<file path="src/hw/rtl/lms_adaptive_fir_unit_assert.svh">
// Assertion macros for the LMS adaptive FIR unit.
// Used by the top level; each macro expects signals named clock and reset in scope.
`ifndef LMS_ADAPTIVE_FIR_UNIT_ASSERT_SVH
`define LMS_ADAPTIVE_FIR_UNIT_ASSERT_SVH

// The consequent must hold in the same cycle as the antecedent.
`define LMSFIR_ASSERT_IMPLIES(label, ante, cons) \
   label: assert property (@(posedge clock) disable iff (reset) (ante) |-> (cons)) \
      else $error("lmsfir: same-cycle check failed");

// The consequent must hold in the cycle after the antecedent.
`define LMSFIR_ASSERT_NEXT(label, ante, cons) \
   label: assert property (@(posedge clock) disable iff (reset) (ante) |=> (cons)) \
      else $error("lmsfir: next-cycle check failed");

// The condition must hold in every cycle outside reset.
`define LMSFIR_ASSERT_ALWAYS(label, cond) \
   label: assert property (@(posedge clock) disable iff (reset) (cond)) \
      else $error("lmsfir: invariant failed");

`endif

</file>
<file path="src/hw/rtl/lmsfir_pkg.sv">
// Shared constants, types and sequencer-to-datapath control struct for the LMS FIR unit.
// No dependencies; imported by the controller, the datapath and the top level.
package lmsfir_pkg;

   // Filter geometry and number formats.
   localparam int TAPS         = 128;
   localparam int SAMPLE_WIDTH = 16;
   localparam int COEF_WIDTH   = 32;
   localparam int STEP_WIDTH   = 16;
   localparam int SAMP_FRAC    = SAMPLE_WIDTH - 1;
   localparam int COEF_FRAC    = COEF_WIDTH - 4;
   localparam int UPD_SHIFT    = STEP_WIDTH + 2 * SAMP_FRAC - COEF_FRAC;

   localparam int ADDR_WIDTH   = $clog2(TAPS);
   localparam int PIPE_DEPTH   = 2;

   // Internal word widths, each just wide enough for its value range.
   localparam int MERR_WIDTH   = STEP_WIDTH + SAMPLE_WIDTH;
   localparam int MULA_WIDTH   = (COEF_WIDTH > MERR_WIDTH) ? COEF_WIDTH : MERR_WIDTH;
   localparam int PROD_WIDTH   = MULA_WIDTH + SAMPLE_WIDTH;
   localparam int ACC_WIDTH    = PROD_WIDTH + ADDR_WIDTH;
   localparam int EST_WIDTH    = ACC_WIDTH - COEF_FRAC + 1;
   localparam int ERR_WIDTH    = EST_WIDTH + 1;
   localparam int DELTA_WIDTH  = PROD_WIDTH - UPD_SHIFT + 1;
   localparam int SUM_WIDTH    = ((DELTA_WIDTH > COEF_WIDTH) ? DELTA_WIDTH : COEF_WIDTH) + 1;

   // Stream payload widths, padded to whole bytes.
   localparam int REQ_DATA_WIDTH = ((2 * SAMPLE_WIDTH + 7) / 8) * 8;
   localparam int RSP_DATA_WIDTH = ((2 * SAMPLE_WIDTH + 7) / 8) * 8;

   typedef logic [ADDR_WIDTH-1:0] addr_type;

   localparam addr_type LAST_IDX  = ADDR_WIDTH'(TAPS - 1);
   localparam addr_type PIPE_LAST = ADDR_WIDTH'(PIPE_DEPTH - 1);

   localparam logic [STEP_WIDTH-1:0] STEP_RESET = STEP_WIDTH'(328);

   // Per-cycle commands from the sequencer to the datapath.
   typedef struct packed {
      logic     start;      // item transfer: clear accumulator and flag
      logic     dot_issue;  // dot-product reads issued at idx
      logic     upd_issue;  // coefficient-update reads issued at idx
      logic     finish;     // form estimate and error from the accumulator
      logic     scale;      // form step size times error
      logic     clear;      // clearing pass writes zero at idx
      logic     out_load;   // move the result into the output register
      addr_type idx;        // tap index of the current access
   } ctl_type;

endpackage

</file>
<file path="src/hw/rtl/lmsfir_ctrl.sv">
// Sequencer for the LMS FIR unit: clearing pass, dot-product and update sweeps, handshakes.
// Depends on lmsfir_pkg; drives the history RAM and the datapath control struct.
module lmsfir_ctrl
   import lmsfir_pkg::*;
(
   input  logic                    clock,
   input  logic                    reset,
   input  logic                    req_valid,
   output logic                    req_ready,
   input  logic [SAMPLE_WIDTH-1:0] ref_sample,
   input  logic                    rsp_ready,
   output logic                    rsp_valid,
   output ctl_type                 ctl,
   output logic                    hist_we,
   output addr_type                hist_waddr,
   output logic [SAMPLE_WIDTH-1:0] hist_wdata,
   output addr_type                hist_raddr
);

   typedef enum logic [3:0] {
      S_CLEAR,
      S_IDLE,
      S_DOT,
      S_DOT_DRAIN,
      S_FINISH,
      S_SCALE,
      S_UPD,
      S_UPD_DRAIN,
      S_OUT
   } state_type;

   state_type state_ff, state_in;
   addr_type  idx_ff, idx_in;
   addr_type  hptr_ff, hptr_in;    // history slot of the newest sample
   addr_type  haddr_ff, haddr_in;  // history slot read this cycle
   logic      rsp_valid_ff, rsp_valid_in;
   addr_type  next_hptr;
   addr_type  prev_haddr;

   // Circular history pointer arithmetic.
   always_comb begin
      next_hptr  = (hptr_ff == LAST_IDX) ? '0 : hptr_ff + 1'b1;
      prev_haddr = (haddr_ff == '0) ? LAST_IDX : haddr_ff - 1'b1;
   end

   // Next-state and command decode.
   always_comb begin
      state_in     = state_ff;
      idx_in       = idx_ff;
      hptr_in      = hptr_ff;
      haddr_in     = haddr_ff;
      rsp_valid_in = rsp_valid_ff && !rsp_ready;
      ctl          = '0;
      ctl.idx      = idx_ff;
      hist_we      = 1'b0;
      hist_waddr   = idx_ff;
      hist_wdata   = '0;
      req_ready    = 1'b0;

      case (state_ff)
         S_CLEAR: begin
            // Zero one entry of each store per cycle.
            ctl.clear = 1'b1;
            hist_we   = 1'b1;
            idx_in    = idx_ff + 1'b1;
            if (idx_ff == LAST_IDX) begin
               idx_in   = '0;
               state_in = S_IDLE;
            end
         end
         S_IDLE: begin
            req_ready = 1'b1;
            if (req_valid) begin
               // The new sample overwrites the oldest slot.
               ctl.start  = 1'b1;
               hist_we    = 1'b1;
               hist_waddr = next_hptr;
               hist_wdata = ref_sample;
               hptr_in    = next_hptr;
               haddr_in   = next_hptr;
               idx_in     = '0;
               state_in   = S_DOT;
            end
         end
         S_DOT: begin
            ctl.dot_issue = 1'b1;
            idx_in        = idx_ff + 1'b1;
            haddr_in      = prev_haddr;
            if (idx_ff == LAST_IDX) begin
               idx_in   = '0;
               haddr_in = hptr_ff;
               state_in = S_DOT_DRAIN;
            end
         end
         S_DOT_DRAIN: begin
            idx_in = idx_ff + 1'b1;
            if (idx_ff == PIPE_LAST) begin
               idx_in   = '0;
               state_in = S_FINISH;
            end
         end
         S_FINISH: begin
            ctl.finish = 1'b1;
            state_in   = S_SCALE;
         end
         S_SCALE: begin
            ctl.scale = 1'b1;
            state_in  = S_UPD;
         end
         S_UPD: begin
            ctl.upd_issue = 1'b1;
            idx_in        = idx_ff + 1'b1;
            haddr_in      = prev_haddr;
            if (idx_ff == LAST_IDX) begin
               idx_in   = '0;
               state_in = S_UPD_DRAIN;
            end
         end
         S_UPD_DRAIN: begin
            idx_in = idx_ff + 1'b1;
            if (idx_ff == PIPE_LAST) begin
               idx_in   = '0;
               state_in = S_OUT;
            end
         end
         S_OUT: begin
            // Hand the result over once the output register is free.
            if (!rsp_valid_ff || rsp_ready) begin
               ctl.out_load = 1'b1;
               rsp_valid_in = 1'b1;
               state_in     = S_IDLE;
            end
         end
         default: begin
            state_in = S_IDLE;
         end
      endcase
   end

   // State and registered outputs.
   always_ff @(posedge clock) begin
      if (reset) begin
         state_ff     <= S_CLEAR;
         idx_ff       <= '0;
         hptr_ff      <= '0;
         haddr_ff     <= '0;
         rsp_valid_ff <= 1'b0;
      end else begin
         state_ff     <= state_in;
         idx_ff       <= idx_in;
         hptr_ff      <= hptr_in;
         haddr_ff     <= haddr_in;
         rsp_valid_ff <= rsp_valid_in;
      end
   end

   assign hist_raddr = haddr_ff;
   assign rsp_valid  = rsp_valid_ff;

endmodule

</file>
<file path="config.mk">
export PLATFORM = sky130hd
export DESIGN_NAME = lmsfir_ctrl
export DESIGN_NICKNAME = d
export VERILOG_FILES = /design/src/hw/rtl/lms_adaptive_fir_unit_assert.svh /design/src/hw/rtl/lmsfir_pkg.sv /design/src/hw/rtl/lmsfir_ctrl.sv
export SDC_FILE = /design/constraint.sdc
export NUM_CORES = 1
export LEC_CHECK = 0
export ABC_AREA = 1
export BUFFER_PORTS_ARGS = -buffer_cell sky130_fd_sc_hd__buf_2
export CAP_MARGIN = 25
export CORE_MARGIN = 1
export CORE_UTILIZATION = 45
export DETAILED_ROUTE_END_ITERATION = 8
export PLACE_DENSITY = 0.73
export SYNTH_ARGS = -nofsm -noshare
export SYNTH_HDL_FRONTEND = slang
export SYNTH_SLANG_ARGS = --single-unit
export TNS_END_PERCENT = 10
</file>
<file path="constraint.sdc">
create_clock -name clock -period 4.5 [get_ports clock]
set_input_delay 0.225 -clock clock [delete_from_list [all_inputs] [get_ports clock]]
set_output_delay 0.225 -clock clock [all_outputs]
set_load 0.1 [all_outputs]
</file>
# After elaboration in Yosys (flattened, before gate mapping)
# Cells that the tools add are included.
# Widths: inputs -> output; s select.
# totals
register_bits	26
wordCells	74
inputBits	20
out_inout_bits	47
# classes
add_sub_neg	3
n_mux	34
n_reduce_logical	14
eq_ne	18
# ops
operator	n
$mux 7	9
$pmux 7 s3	2
$pmux 4 s9	1
$mux 16	2
$mux 4	7
$eq 4x3->1 const B	4
$add 7x1->7 const B	2
$eq 7x7->1 const B	2
$ne 2x2->1 const B	7
$mux 1	12
$eq 4x2->1 const B	2
$eq 7x1->1 const B	1
$logic_not 7->1	1
$reduce_and 7->1	1
$sub 7x1->7 const B	1
$reduce_and 2->1	3
$reduce_bool 3->1	2
$eq 4x1->1 const B	1
$eq 4x4->1 const B	1
$logic_not 4->1	1
$reduce_or 3->1	1
$logic_not 1->1	2
$pmux 1 s2	1
$reduce_or 2->1	1
other kinds (2)	2

# Longest topological paths before layout
# depth
word_depth	4
depth_mapped	11
depth_no_buf	10

# Worst setup path after synthesis
# OpenSTA, ideal clock, no wires.
# synth_timing
path_type	reg2out
start	register rsp_valid_ff, in the netlist rsp_valid
end	output ctl[7] (netlist name)
n_path_buf	0
setup_slack_ps	619
arrival_ps	3656
stages_incl_launch_ff	4
cell_sequence	dfxtp_1 > inv_1 > nor2_1 > nor4_1
# synth_lines
element	line_no	text
from (decl)	lmsfir_ctrl.sv:36	logic rsp_valid_ff, rsp_valid_in;
from (signal assigned)	lmsfir_ctrl.sv:153	rsp_valid_ff <= rsp_valid_in;
to (decl)	lmsfir_ctrl.sv:13	output ctl_type ctl,

# Worst setup path in the final report
# layout_timing
start	register state_ff[2]
end	output hist_waddr[5]
# layout_via
elab_chain_len	2
# layout_lines
element	line_no	text
from (decl)	lmsfir_ctrl.sv:32	state_type state_ff, state_in;
from (signal assigned)	lmsfir_ctrl.sv:149	state_ff <= state_in;
$eq 4x1->1	lmsfir_ctrl.sv:60	case (state_ff)
$mux 7	lmsfir_ctrl.sv:60	
to (decl)	lmsfir_ctrl.sv:15	output addr_type hist_waddr,
# Every way passes these cells.

==> flow_summary.rst <==
.. list-table::
   :header-rows: 1

   * - Metric
     - Value
   * - Result of the run
     - finished, final reports clean
   * - Post-synth EDFFs
     - 0
   * - Core area
     - 4030 um^2
   * - Worst endpoint required time
     - 4.28 ns
   * - Final worst path period need
     - around 2.8 ns
   * - Lkg Pwr
     - ~1.1 nW
   * - Pre-antenna DRT Iters
     - 7
   * - Buffers from clock root to sink, at most
     - 2
   * - Wire length of the first global-routing pass
     - 8300 um
   * - Total Die Area
     - around 4500 um^2
   * - Startpoint type of the worst setup path
     - flop
   * - Net count after synthesis
     - ~340
   * - Instance area at placement
     - around 2200 um^2
   * - Area of all placed cells without fillers
     - about 2300 um^2
   * - Number of antenna violations at the first check in global routing
     - 0
   * - Antenna violation net count after detailed routing
     - 0
   * - Power per Cell Area
     - 700 nW/um^2
   * - DR vias
     - roughly 2200
   * - Relative max-transition margin
     - between 60% and 70%
   * - Detailed placer's ending HPWL
     - 3680 um
   * - Horiz. Die Dim
     - approximately 67 um
   * - Num ports
     - 67
   * - Max-cap violation count
     - 0
   * - Flop2flop setup slack
     - 2.36 ns
   * - # H-tree levels
     - 1
   * - Num CTS Buffers
     - 3
   * - Leading register cell type out of synthesis
     - dfxtp_1
   * - # fillers
     - between 400 and 500
   * - Final cycle utilization of the critical path
     - between 60% and 70%
   * - Fin nets
     - 396
   * - DRC viols
     - 0
   * - Number of input and output port buffers inserted
     - 66
   * - Number of slew-limit violations in the final report
     - 0
   * - Total of flip-flops plus latches after synthesis
     - 26
   * - Setup crit end kind
     - output port
   * - Worst-Skew Late Latency
     - ~0.27 ns
   * - Share of post-route cells with drive strength above 1
     - a little under a quarter
   * - IR drop worst, VDD
     - between 0.0002 and 0.0003 V
   * - Number of cells upsized or downsized after cts
     - 0
   * - Cell Area, Synth
     - roughly 1900 um^2
   * - Post-CTS clock slew at the launch and capture registers of the worst setup and hold paths
     - roughly 0.09 ns
   * - Maximum number of pins on one net before global-route repair
     - 18
   * - Routed WL per cell
     - between 10 and 15 um
   * - Share of synthesized area occupied by flip-flops and latches
     - around 28%
   * - Fmax
     - ~0.36 GHz
   * - Number of global-route vias before repair
     - around 1900
   * - Number of cells in the finished layout apart from fillers
     - 421
   * - Diodes inserted
     - 0
   * - Count of different cell masters after synthesis
     - 27
   * - Worst setup timing slack at the placement stage
     - roughly 2.1 ns
   * - Starting density of the core
     - between 40 and 50%
   * - CTS tree
     - done
   * - Number of buffer and inverter instances along the worst setup path
     - 2
   * - CTS Hold Bufs
     - 0
   * - Maximum net fanout on the critical path
     - 15
   * - Top cell family by delay on the critical path
     - buffers and inverters
   * - Share of flip-flops with an asynchronous set or reset
     - 0%
   * - Cell at the slowest stage of the critical path
     - dfxtp_1
   * - Smallest hold slack
     - roughly 0.25 ns
   * - RSZ-0062 raised after global routing
     - false
   * - Post-synthesis area per instance
     - about 6 um^2
   * - Clock root cell
     - clkbuf_8
   * - Post-route clock skew
     - approximately 0.0021 ns
   * - Post-Syn Instances
     - about 310
   * - Final Wtd Congestion
     - between 0.8 and 0.9
   * - Area growth from synthesis to layout
     - 21.3%
   * - # setup viols final
     - 0
   * - Routed wire length
     - around 4900 um
   * - Violation count after the first detailed-routing iteration
     - around 130
   * - Final core occ
     - 56.9%
   * - Number of sinks handled by clock tree synthesis
     - 26
   * - Worst slew pin tran
     - around 0.53 ns
   * - Overall power of the completed layout
     - about 1.6 mW
   * - Minimum setup slack in the final design
     - about 1.7 ns
   * - Total congestion overflow after global routing
     - 0
   * - Data arrival at the endpoint of the critical path
     - around 2.5 ns
   * - Type of the worst min-delay path
     - in2reg
   * - Vias per cell
     - between 5 and 6
   * - Highest cell delay on the worst timing path
     - between 0.4 and 0.5 ns
   * - Row Count
     - 23
   * - GRT Overall Usage
     - a little under a quarter
   * - Post-CTS Setup Bufs
     - 0
   * - Accumulated negative setup slack
     - 0 ns
   * - Hold violation count in the final report
     - 0
   * - Critical-path cell list
     - nor2_4 > nand4_1 > inv_2 > nand3_1 > o21ai_0 > buf_2
   * - Count of synthesis-stage warnings from yosys
     - 0
   * - Critical path class
     - reg2out
   * - Cell Count Post-Placement
     - about 420
   * - Die Y
     - roughly 67 um
[path summary, 6_finish.rpt]
check	startpoint	endpoint	cells past startpoint
min	rsp_ready	rsp_valid$_SDFF_PP0_	4
max	state_ff[2]$_SDFFE_PP0P_	hist_waddr[5]	6
max reg2reg	state_ff[2]$_SDFFE_PP0P_	hist_raddr[5]$_SDFFE_PP0P_	8
min reg2reg	idx_ff[6]$_SDFFE_PP0P_	idx_ff[6]$_SDFFE_PP0P_	2
[layer usage]
metal | wire length [um] | GRT usage, % | vias to the layer above
li1 | - | - | 1138
met1 | 2400 | 32.6 | 939
met2 | 2180 | 38.9 | 84
met3 | 290 | 3.60 | 2
met4 | 19 | 4.26 | 0
met5 | 0 | 0 | -
[placed cells by master, fill, tap and decap left out, drive strengths merged, types with 2 or more instances in the layout]
cell	netlist	final
xor2	4	4
nor3	3	3
ha	4	4
dfxtp	26	26
nor2	54	54
a21oi	22	22
nand2	82	82
nand3	28	28
o21ai	25	25
nand4	7	7
buf	6	66
o211ai	3	3
inv	37	37
a31oi	2	2
clkbuf	5	3
[cell families (layout without fill, tap and decap cells)]
group / after synthesis / after routing / synth area share, %
buf+inv: 48 / 107 / 10.6
compound gates: 54 / 54 / 15.2
fa+ha+maj: 4 / 4 / 2.65
xor+xnor: 4 / 4 / 1.85
flops: 26 / 26 / 27.5
simple gates: 176 / 176 / 42.2
[power breakdown]
part / internal (mW) / switching (mW) / total, mW
sequential: 0.270 / 0.0500 / 0.320
clock: 0.119 / 0.0791 / 0.198
combinational: 0.210 / 0.876 / 1.09
[synthesized netlist by cell type, types with 3 or more instances]
cell | n | area [um^2]
xor2_1 | 4 | 35.0
o211ai_1 | 3 | 22.5
nand4_1 | 7 | 43.8
nor2_4 | 4 | 45.0
ha_1 | 4 | 50.1
inv_2 | 5 | 18.8
nand2_1 | 79 | 297
clkbuf_1 | 5 | 18.8
dfxtp_1 | 26 | 521
inv_1 | 32 | 120
o21ai_1 | 4 | 20.0
nand2_2 | 3 | 18.8
nand3_1 | 26 | 130
o21ai_0 | 21 | 105
buf_2 | 4 | 20.0
a21oi_1 | 22 | 110
nor2_1 | 49 | 184
[state kept, by name (all words and copies together) (netlist names)]
register,cells
hist_raddr,7
state_ff,4
idx_ff,7
hptr_ff,7
rsp_valid,1
[worst register-to-register path, delay by kind of cell, from the launching register on]
family / cells / cell delay (ns)
buf+inv: 2 / 0.18
flops: 1 / 0.47
compound gates: 1 / 0.13
simple gates: 5 / 1.26
[layout make-up]
class	instances	area (um^2)	share of cell area, %
sequential	26	520	22.7
timing repair buffer	66	330	14.4
clock buffer	3	41.3	1.80
clock inverter	1	30.0	1.31
inverter	37	139	6.06
tap	50	62.6	2.73
multi-input combinational	238	1170	51.0
Note: power is estimated with default switching activity, not from simulation.
