## config.mk

```make
export PLATFORM = sky130hd
export DESIGN_NAME = lmsfir_dp
export DESIGN_NICKNAME = d
export VERILOG_FILES = /design/src/hw/rtl/lms_adaptive_fir_unit_assert.svh /design/src/hw/rtl/lmsfir_pkg.sv /design/src/hw/rtl/lmsfir_dp.sv
export SDC_FILE = /design/constraint.sdc
export NUM_CORES = 2
export LEC_CHECK = 0
export ABC_AREA = 1
export BUFFER_PORTS_ARGS = -buffer_cell sky130_fd_sc_hd__buf_2
export CORE_AREA = 2 2 330 332
export DETAILED_ROUTE_END_ITERATION = 10
export DIE_AREA = 0 0 332 334
export GPL_TIMING_DRIVEN = 0
export PLACE_DENSITY_LB_ADDON = 0.2
export SLEW_MARGIN = 20
export SYNTH_ARGS = -nofsm -noshare
export SYNTH_HDL_FRONTEND = slang
export SYNTH_SLANG_ARGS = --single-unit
```

## constraint.sdc

```tcl
create_clock -name clock -period 6.65 [get_ports clock]
set_input_delay 0.9975 -clock clock [delete_from_list [all_inputs] [get_ports clock]]
set_output_delay 0.9975 -clock clock [all_outputs]
set_load 0.02 [all_outputs]
```

## src/hw/rtl/lms_adaptive_fir_unit_assert.svh

```systemverilog
// Assertion macros for the LMS adaptive FIR unit.
// Used by the top level; each macro expects signals named clock and reset in scope.
`ifndef LMS_ADAPTIVE_FIR_UNIT_ASSERT_SVH
`define LMS_ADAPTIVE_FIR_UNIT_ASSERT_SVH

// The consequent must hold in the same cycle as the antecedent.
`define LMSFIR_ASSERT_IMPLIES(label, ante, cons) \
   label: assert property (@(posedge clock) disable iff (reset) (ante) |-> (cons)) \
      else $error("lmsfir: same-cycle check failed");

// The consequent must hold in the cycle after the antecedent.
`define LMSFIR_ASSERT_NEXT(label, ante, cons) \
   label: assert property (@(posedge clock) disable iff (reset) (ante) |=> (cons)) \
      else $error("lmsfir: next-cycle check failed");

// The condition must hold in every cycle outside reset.
`define LMSFIR_ASSERT_ALWAYS(label, cond) \
   label: assert property (@(posedge clock) disable iff (reset) (cond)) \
      else $error("lmsfir: invariant failed");

`endif

```

## src/hw/rtl/lmsfir_pkg.sv

```systemverilog
// Shared constants, types and sequencer-to-datapath control struct for the LMS FIR unit.
// No dependencies; imported by the controller, the datapath and the top level.
package lmsfir_pkg;

   // Filter geometry and number formats.
   localparam int TAPS         = 128;
   localparam int SAMPLE_WIDTH = 16;
   localparam int COEF_WIDTH   = 32;
   localparam int STEP_WIDTH   = 16;
   localparam int SAMP_FRAC    = SAMPLE_WIDTH - 1;
   localparam int COEF_FRAC    = COEF_WIDTH - 4;
   localparam int UPD_SHIFT    = STEP_WIDTH + 2 * SAMP_FRAC - COEF_FRAC;

   localparam int ADDR_WIDTH   = $clog2(TAPS);
   localparam int PIPE_DEPTH   = 2;

   // Internal word widths, each just wide enough for its value range.
   localparam int MERR_WIDTH   = STEP_WIDTH + SAMPLE_WIDTH;
   localparam int MULA_WIDTH   = (COEF_WIDTH > MERR_WIDTH) ? COEF_WIDTH : MERR_WIDTH;
   localparam int PROD_WIDTH   = MULA_WIDTH + SAMPLE_WIDTH;
   localparam int ACC_WIDTH    = PROD_WIDTH + ADDR_WIDTH;
   localparam int EST_WIDTH    = ACC_WIDTH - COEF_FRAC + 1;
   localparam int ERR_WIDTH    = EST_WIDTH + 1;
   localparam int DELTA_WIDTH  = PROD_WIDTH - UPD_SHIFT + 1;
   localparam int SUM_WIDTH    = ((DELTA_WIDTH > COEF_WIDTH) ? DELTA_WIDTH : COEF_WIDTH) + 1;

   // Stream payload widths, padded to whole bytes.
   localparam int REQ_DATA_WIDTH = ((2 * SAMPLE_WIDTH + 7) / 8) * 8;
   localparam int RSP_DATA_WIDTH = ((2 * SAMPLE_WIDTH + 7) / 8) * 8;

   typedef logic [ADDR_WIDTH-1:0] addr_type;

   localparam addr_type LAST_IDX  = ADDR_WIDTH'(TAPS - 1);
   localparam addr_type PIPE_LAST = ADDR_WIDTH'(PIPE_DEPTH - 1);

   localparam logic [STEP_WIDTH-1:0] STEP_RESET = STEP_WIDTH'(328);

   // Per-cycle commands from the sequencer to the datapath.
   typedef struct packed {
      logic     start;      // item transfer: clear accumulator and flag
      logic     dot_issue;  // dot-product reads issued at idx
      logic     upd_issue;  // coefficient-update reads issued at idx
      logic     finish;     // form estimate and error from the accumulator
      logic     scale;      // form step size times error
      logic     clear;      // clearing pass writes zero at idx
      logic     out_load;   // move the result into the output register
      addr_type idx;        // tap index of the current access
   } ctl_type;

endpackage

```

## src/hw/rtl/lmsfir_dp.sv

```systemverilog
// Datapath of the LMS FIR unit: shared multiplier, accumulator, rounding and saturation.
// Depends on lmsfir_pkg; reads both RAMs and writes the coefficient RAM.
module lmsfir_dp
   import lmsfir_pkg::*;
(
   input  logic                           clock,
   input  logic                           reset,
   input  ctl_type                        ctl,
   input  logic        [STEP_WIDTH-1:0]   step_size,
   input  logic signed [SAMPLE_WIDTH-1:0] measured_sample,
   input  logic signed [COEF_WIDTH-1:0]   coef_rdata,
   input  logic signed [SAMPLE_WIDTH-1:0] hist_rdata,
   output logic                           coef_we,
   output addr_type                       coef_waddr,
   output logic        [COEF_WIDTH-1:0]   coef_wdata,
   output logic signed [SAMPLE_WIDTH-1:0] rsp_estimate,
   output logic signed [SAMPLE_WIDTH-1:0] rsp_error,
   output logic                           rsp_saturated
);

   // Pipeline control: stage 1 has RAM data, stage 2 has the product.
   logic     s1_dot_ff, s1_dot_in, s1_upd_ff, s1_upd_in;
   logic     s2_dot_ff, s2_dot_in, s2_upd_ff, s2_upd_in;
   addr_type s1_idx_ff, s1_idx_in, s2_idx_ff, s2_idx_in;

   logic signed [SAMPLE_WIDTH-1:0] meas_ff, meas_in;
   logic signed [PROD_WIDTH-1:0]   prod_ff, prod_in;
   logic signed [COEF_WIDTH-1:0]   coef2_ff, coef2_in;
   logic signed [ACC_WIDTH-1:0]    acc_ff, acc_in;
   logic signed [SAMPLE_WIDTH-1:0] est_ff, est_in, err_ff, err_in;
   logic                           sat_ff, sat_in;
   logic signed [MERR_WIDTH-1:0]   merr_ff, merr_in;
   logic signed [SAMPLE_WIDTH-1:0] out_est_ff, out_est_in, out_err_ff, out_err_in;
   logic                           out_sat_ff, out_sat_in;

   logic signed [MULA_WIDTH-1:0]   mul_a;
   logic signed [STEP_WIDTH:0]     step_s;
   logic signed [EST_WIDTH-1:0]    est_r;
   logic signed [ERR_WIDTH-1:0]    err_w;
   logic                           est_ovf, err_ovf, upd_ovf;
   logic signed [SAMPLE_WIDTH-1:0] est_sat, err_sat;
   logic signed [DELTA_WIDTH-1:0]  delta;
   logic signed [SUM_WIDTH-1:0]    sum;
   logic signed [COEF_WIDTH-1:0]   upd_coef;

   // One multiplier serves both sweeps: coefficient times sample, then
   // step-scaled error times sample.
   always_comb begin
      mul_a   = s1_upd_ff ? MULA_WIDTH'(merr_ff) : MULA_WIDTH'(coef_rdata);
      prod_in = mul_a * hist_rdata;
   end

   // Estimate rounds half up to sample precision; error uses the unsaturated estimate.
   always_comb begin
      est_r = EST_WIDTH'($signed(acc_ff[ACC_WIDTH-1:COEF_FRAC]))
            + EST_WIDTH'($signed({1'b0, acc_ff[COEF_FRAC-1]}));
      est_ovf = (|est_r[EST_WIDTH-1:SAMPLE_WIDTH-1]) && !(&est_r[EST_WIDTH-1:SAMPLE_WIDTH-1]);
      est_sat = est_ovf ? {est_r[EST_WIDTH-1], {(SAMPLE_WIDTH-1){~est_r[EST_WIDTH-1]}}}
                        : est_r[SAMPLE_WIDTH-1:0];
      err_w   = ERR_WIDTH'(meas_ff) - ERR_WIDTH'(est_r);
      err_ovf = (|err_w[ERR_WIDTH-1:SAMPLE_WIDTH-1]) && !(&err_w[ERR_WIDTH-1:SAMPLE_WIDTH-1]);
      err_sat = err_ovf ? {err_w[ERR_WIDTH-1], {(SAMPLE_WIDTH-1){~err_w[ERR_WIDTH-1]}}}
                        : err_w[SAMPLE_WIDTH-1:0];
      step_s  = $signed({1'b0, step_size});
   end

   // Coefficient update: round the delta, add it and saturate the sum to the
   // coefficient width.
   always_comb begin
      delta = DELTA_WIDTH'($signed(prod_ff[PROD_WIDTH-1:UPD_SHIFT]))
            + DELTA_WIDTH'($signed({1'b0, prod_ff[UPD_SHIFT-1]}));
      sum      = SUM_WIDTH'(coef2_ff) + SUM_WIDTH'(delta);
      upd_ovf  = (|sum[SUM_WIDTH-1:COEF_WIDTH-1]) && !(&sum[SUM_WIDTH-1:COEF_WIDTH-1]);
      upd_coef = upd_ovf ? {sum[SUM_WIDTH-1], {(COEF_WIDTH-1){~sum[SUM_WIDTH-1]}}}
                         : sum[COEF_WIDTH-1:0];
   end

   // Next values of the pipeline and result registers.
   always_comb begin
      s1_dot_in = ctl.dot_issue;
      s1_upd_in = ctl.upd_issue;
      s1_idx_in = ctl.idx;
      s2_dot_in = s1_dot_ff;
      s2_upd_in = s1_upd_ff;
      s2_idx_in = s1_idx_ff;
      coef2_in  = coef_rdata;
      meas_in   = ctl.start ? measured_sample : meas_ff;

      // The accumulator cannot overflow: 128 products of 48 bits fit in its width.
      acc_in = acc_ff;
      if (ctl.start) begin
         acc_in = '0;
      end else if (s2_dot_ff) begin
         acc_in = acc_ff + ACC_WIDTH'(prod_ff);
      end

      est_in = ctl.finish ? est_sat : est_ff;
      err_in = ctl.finish ? err_sat : err_ff;
      sat_in = sat_ff;
      if (ctl.start) begin
         sat_in = 1'b0;
      end else if (ctl.finish) begin
         sat_in = sat_ff || est_ovf || err_ovf;
      end else if (s2_upd_ff) begin
         sat_in = sat_ff || upd_ovf;
      end

      merr_in = ctl.scale ? step_s * err_ff : merr_ff;

      out_est_in = ctl.out_load ? est_ff : out_est_ff;
      out_err_in = ctl.out_load ? err_ff : out_err_ff;
      out_sat_in = ctl.out_load ? sat_ff : out_sat_ff;
   end

   // Coefficient write port: clearing pass or update write-back.
   always_comb begin
      coef_we    = ctl.clear || s2_upd_ff;
      coef_waddr = ctl.clear ? ctl.idx : s2_idx_ff;
      coef_wdata = ctl.clear ? '0 : upd_coef;
   end

   // Pipeline valid flags reset; payload registers do not.
   always_ff @(posedge clock) begin
      if (reset) begin
         s1_dot_ff <= 1'b0;
         s1_upd_ff <= 1'b0;
         s2_dot_ff <= 1'b0;
         s2_upd_ff <= 1'b0;
      end else begin
         s1_dot_ff <= s1_dot_in;
         s1_upd_ff <= s1_upd_in;
         s2_dot_ff <= s2_dot_in;
         s2_upd_ff <= s2_upd_in;
      end
      s1_idx_ff  <= s1_idx_in;
      s2_idx_ff  <= s2_idx_in;
      meas_ff    <= meas_in;
      prod_ff    <= prod_in;
      coef2_ff   <= coef2_in;
      acc_ff     <= acc_in;
      est_ff     <= est_in;
      err_ff     <= err_in;
      sat_ff     <= sat_in;
      merr_ff    <= merr_in;
      out_est_ff <= out_est_in;
      out_err_ff <= out_err_in;
      out_sat_ff <= out_sat_in;
   end

   assign rsp_estimate  = out_est_ff;
   assign rsp_error     = out_err_ff;
   assign rsp_saturated = out_sat_ff;

endmodule

```

Yosys cells after proc, flatten, opt, wreduce, memory -nomap -nowiden
Cells that the tools add are included.

Output and inout bits: 73. Input bits: 96. Bits in registers: 267.

Multiplexer cells: 8. Bitwise operators: 3. $mul: 2. Add/subtract/negate cells: 5. Reduce and logical (&&, ||, !) cells: 17.

Operators with widths (count): 32-bit 2-to-1 mux (3); 55-bit by 48-bit adder with 55-bit output (1); 32-bit by 16-bit multiplier with 48-bit output (1); 32-bit by 31-bit adder with 33-bit output (1); 17-bit by 16-bit multiplier with 32-bit output (1); 16-bit 2-to-1 mux (2); 30-bit by 2-bit adder with 31-bit output (1); 16-bit by 28-bit subtractor with 29-bit output (1); 27-bit by 2-bit adder with 28-bit output (1); 14-bit AND reduction (1); 14-bit OR reduction (1); 13-bit AND reduction (1); 13-bit OR reduction (1); 7-bit 2-to-1 mux (1); 1-bit logical OR (4); 1-bit logical AND (3); 1-bit logical NOT (3); 1-bit NOT (3); 1-bit 2-to-1 mux (2); 2-bit AND reduction (1); 2-bit nonzero test (1); 2-bit OR reduction (1).

Depth between registers and ports, before layout
Word-level depth: 8. Mapped depth: 31. Gate-level depth less buffers: 31.

Worst setup path before layout
No wires, ideal clock.

Kind: input -> register. Start point: input coef_rdata[31]. End point: register prod_ff[47]. Slack: 0.093 ns. Data arrival time: 6.436 ns. Stages on the path: 20. Required time: 6.530 ns. Cells stage by stage: or2_2 nand2_1 clkbuf_1 nor2_1 fa_1 fa_1 fa_1 fa_1 fa_1 fa_1 ha_1 nand2_1 nor2_1 inv_1 nor4_1 o21ai_0 nand4_1 nand3_1 nand3_1 xnor2_1.

Word-level cells in the longest chain between the ends: 2.

Ends and longest elaborated chain: start: declaration (line lmsfir_dp.sv:11) `input logic signed [COEF_WIDTH-1:0] coef_rdata,`; 32-bit 2-to-1 mux (line lmsfir_dp.sv:49) `mul_a = s1_upd_ff ? MULA_WIDTH'(merr_ff) : MULA_WIDTH'(coef_rdata);`; 32-bit by 16-bit multiplier with 48-bit output (line lmsfir_dp.sv:50) `prod_in = mul_a * hist_rdata;`; via prod_in[47] (line lmsfir_dp.sv:27) `logic signed [PROD_WIDTH-1:0] prod_ff, prod_in;`; end signal: assignment (line lmsfir_dp.sv:138) `prod_ff <= prod_in;`; end: declaration (line lmsfir_dp.sv:27).

The timed path passes the listed nets, and every way through them passes these cells. A chain may end at the register's enable or synchronous reset.

Worst setup path after layout
Start point: input hist_rdata[3]. End point: register prod_ff[47].

Word-level cells in the longest chain between the ends: 1.

Ends and longest elaborated chain: start: declaration (line lmsfir_dp.sv:12) `input logic signed [SAMPLE_WIDTH-1:0] hist_rdata,`; 32-bit by 16-bit multiplier with 48-bit output (line lmsfir_dp.sv:50); via prod_in[47] (line lmsfir_dp.sv:27).

The timed path passes the listed nets, and every way through them passes these cells.

==> out/qor.txt <==
status - complete, no violations
core area - 0.1078 mm2
reg2reg path depth - 25
Slew @ Worst Pin - 900.5 ps
CTS tree - yes
initial antenna violation count - 4
vias per inst - 5.067
crit-path cells - buf_2, inv_1, nor2_1, fa_2, inv_2, fa_1, inv_1, fa_1, fa_1, fa_1, inv_1, fa_2, inv_2, ha_4, nand2_2, nor2_4, inv_2, nor4_4, nand4_1, nand4_1, nand3_2, nand3_2, xnor2_2
Layout area overhead - 11.81%
synthesized area - 0.04372 mm2
DIE AREA - 0.1109 mm2
IO Count - 169
clock tree buffer depth - 3
Root Buffer - clkbuf_16
Gate Count Post-Synth - 5699
CTS clock-pin slew for the worst setup and hold paths - 70 ps
crit path time final - 6553 ps
Max-slew headroom - 39.33%
Main synth FF type - dfxtp_1
routed wire length - 144900 um
gr busiest metal - met2
Initial Util - 40.56%
CP Depth - 23
H-tree lvl count - 1
Hold Path Class - reg -> reg
global-route wire length before repair - 219100 um
final setup fails - 0
Post-synth EDFFs - 113
Max Cap Viol - 0
Synth async-reset ratio - 0%
synth unique cells - 53
synth warn - 0
most frequent cells in the layout - inv_1, nand2_1, fa_1, nor2_1, ha_1
Die Y - 334 um
CP Launch Type - input pin
final hold vios - 0
Hold Crit Depth - 0
Row Count - 121
Worst Path Required - 7120 ps
DIE WIDTH - 332 um
Port Buffers - 151
GRT met1 Usage - 37.32%
total track usage - 26.08%
FILL cells - 11010
vias - 37320
vias in the first global route - 36680
post-synthesis register bit count - 267
total CTS buffers - 31
commonest non-fill, non-tap cell in the layout - inv_1
Pre-antenna DRT Iters - 6
crit-path most repeated cell - fa_1
routing usage on met2 - 40.44%
critical path class - in -> reg
DRT iter0 DRCs - 2984
clock sink count - 267
final core occ - 45.35%
Slowest-stage cell, CP - fa_2
Setup crit end kind - flip-flop
sequential-to-total area share from yosys stat - 14.81%
ANT nets after route - 0
Storage cell area - 0.006480 mm2
Max Clock Freq - 0.1526 GHz
CP arrival - 7020 ps
largest net degree at the start of global routing - 35
WP buf/inv - 7
unrepaired setup endpoints after global routing - true
Routed WL per cell - 19.67 um
footprint of the multi-input gates - 0.03225 mm2
CP top delay family - adder cells
routability cong. - 0.9917
met3 global-route usage - 4.569%
Tcrit/Tclk final - 98.54%
CP max stage delay - 630 ps
fin. max-slew vios - 0
DRC viols - 0
worst skew pair latency - 640 ps
syn nets - 6825
final setup skew - 43.71 ps
Overflow after GRT - 0
Avg Cell Area, Syn - 7.671 um2
Post-CTS Hold Buffers - 0
share of layout cells above drive strength 1 - 10.45%
Final Net Count - 7053
critical path fanouts, max - 8
post-DP HPWL - 124000 um
[final cells by class]
type	count	share of cell area (%)
inverters	1394	11.01
multi-input cells	3893	65.97
repair buffers	207	2.421
flip-flops and latches	267	13.26
clock inverters	12	0.2457
repair inverters	1	0.01536
diodes	2	0.01024
clock buffers	44	1.917
plain buffers	132	1.533
well taps	1414	3.619
[through the flow]
stage | setup slack, ps | std cells | TNS (ps) | area [um2] | hold slack, ps
final | 96.94 | 7366 | 0 | 48880 | 326.1
after global routing | -55.51 | 7365 | -147.3 | 48880 | 337.4
after CTS | 0.4401 | 7324 | 0 | 48000 | 326.3
after detailed placement | -1756 | 7264 | -48130 | 46250 | 312.1
after global placement | -1738 | 7264 | -53400 | 46240 | 310.6
after floorplan | 93.35 | 5699 | 0 | 43720 | 309.6
[cells in the mapped netlist, drive strengths merged (3+ instances only)]
master | instances | area share (%)
nor4 | 8 | 0.11
ha | 346 | 9.9
and2 | 6 | 0.086
nand4 | 43 | 0.62
clkinv | 20 | 0.17
fa | 684 | 31
a21boi | 9 | 0.15
buf | 18 | 0.29
nand3b | 8 | 0.14
inv | 1374 | 12
edfxtp | 113 | 7.8
or2 | 71 | 1.0
nor3 | 43 | 0.54
nand3 | 114 | 1.3
dfxtp | 154 | 7.1
a221oi | 4 | 0.080
o21ai | 231 | 2.8
a21o | 14 | 0.24
clkbuf | 127 | 1.1
and3 | 3 | 0.043
nand2 | 1184 | 10
xor2 | 116 | 2.3
o21bai | 16 | 0.28
o211ai | 15 | 0.26
a31o | 3 | 0.060
a31oi | 33 | 0.49
nor2 | 596 | 5.2
o21a | 20 | 0.34
a21oi | 256 | 2.9
o221ai | 9 | 0.18
xnor2 | 56 | 1.1
[flip-flops by register name (all words and copies together), names as in the netlist]
signal,cells
est_ff,16
meas_ff,16
err_ff,16
rsp_error,16
rsp_saturated,1
s1_upd_ff,1
merr_ff,32
s2_idx_ff,7
coef2_ff,32
s2_dot_ff,1
prod_ff,48
s1_dot_ff,1
s1_idx_ff,7
acc_ff,55
rsp_estimate,16
s2_upd_ff,1
sat_ff,1
[what timing repair did]
action,in CTS,in global routing
pin swaps,10,55
setup buffers,8,48
gates resized for setup,213,211
gates cloned,0,2
setup endpoints to repair,43,35
[cell families (layout without fill, tap and decap cells)]
kind of cell	after synthesis	after routing	synth area share [%]
buffers and inverters	1539	1790	13.36
adders and majority gates	1030	1030	41.22
DFF	267	267	14.81
xor gates and xnor gates	172	172	3.446
muxes	1	1	0.02290
and+or+nand+nor	2078	2078	19.31
AOI/OAI and AO/OA	612	612	7.827
other	0	2	0
[metal layers]
metal  share of wire [%]  vias up
met5               0.029        -
met2                  44     1237
met4                 3.2        6
met1                  46    18240
met3                 7.4      217
li1                    -    17620
[path summary, 6_finish.rpt]
path	start	end	slack, ps
hold / removal	s1_idx_ff[2]$_DFF_P_	s2_idx_ff[2]$_DFF_P_	330
hold reg to reg	s1_idx_ff[2]$_DFF_P_	s2_idx_ff[2]$_DFF_P_	330
setup reg to reg	s1_upd_ff$_SDFF_PP0_	prod_ff[47]$_DFF_P_	140
setup / recovery	hist_rdata[3]	prod_ff[47]$_DFF_P_	100
Power is not shown: default switching activity piles up to over one toggle a cycle in this logic, so the estimate is an artifact.
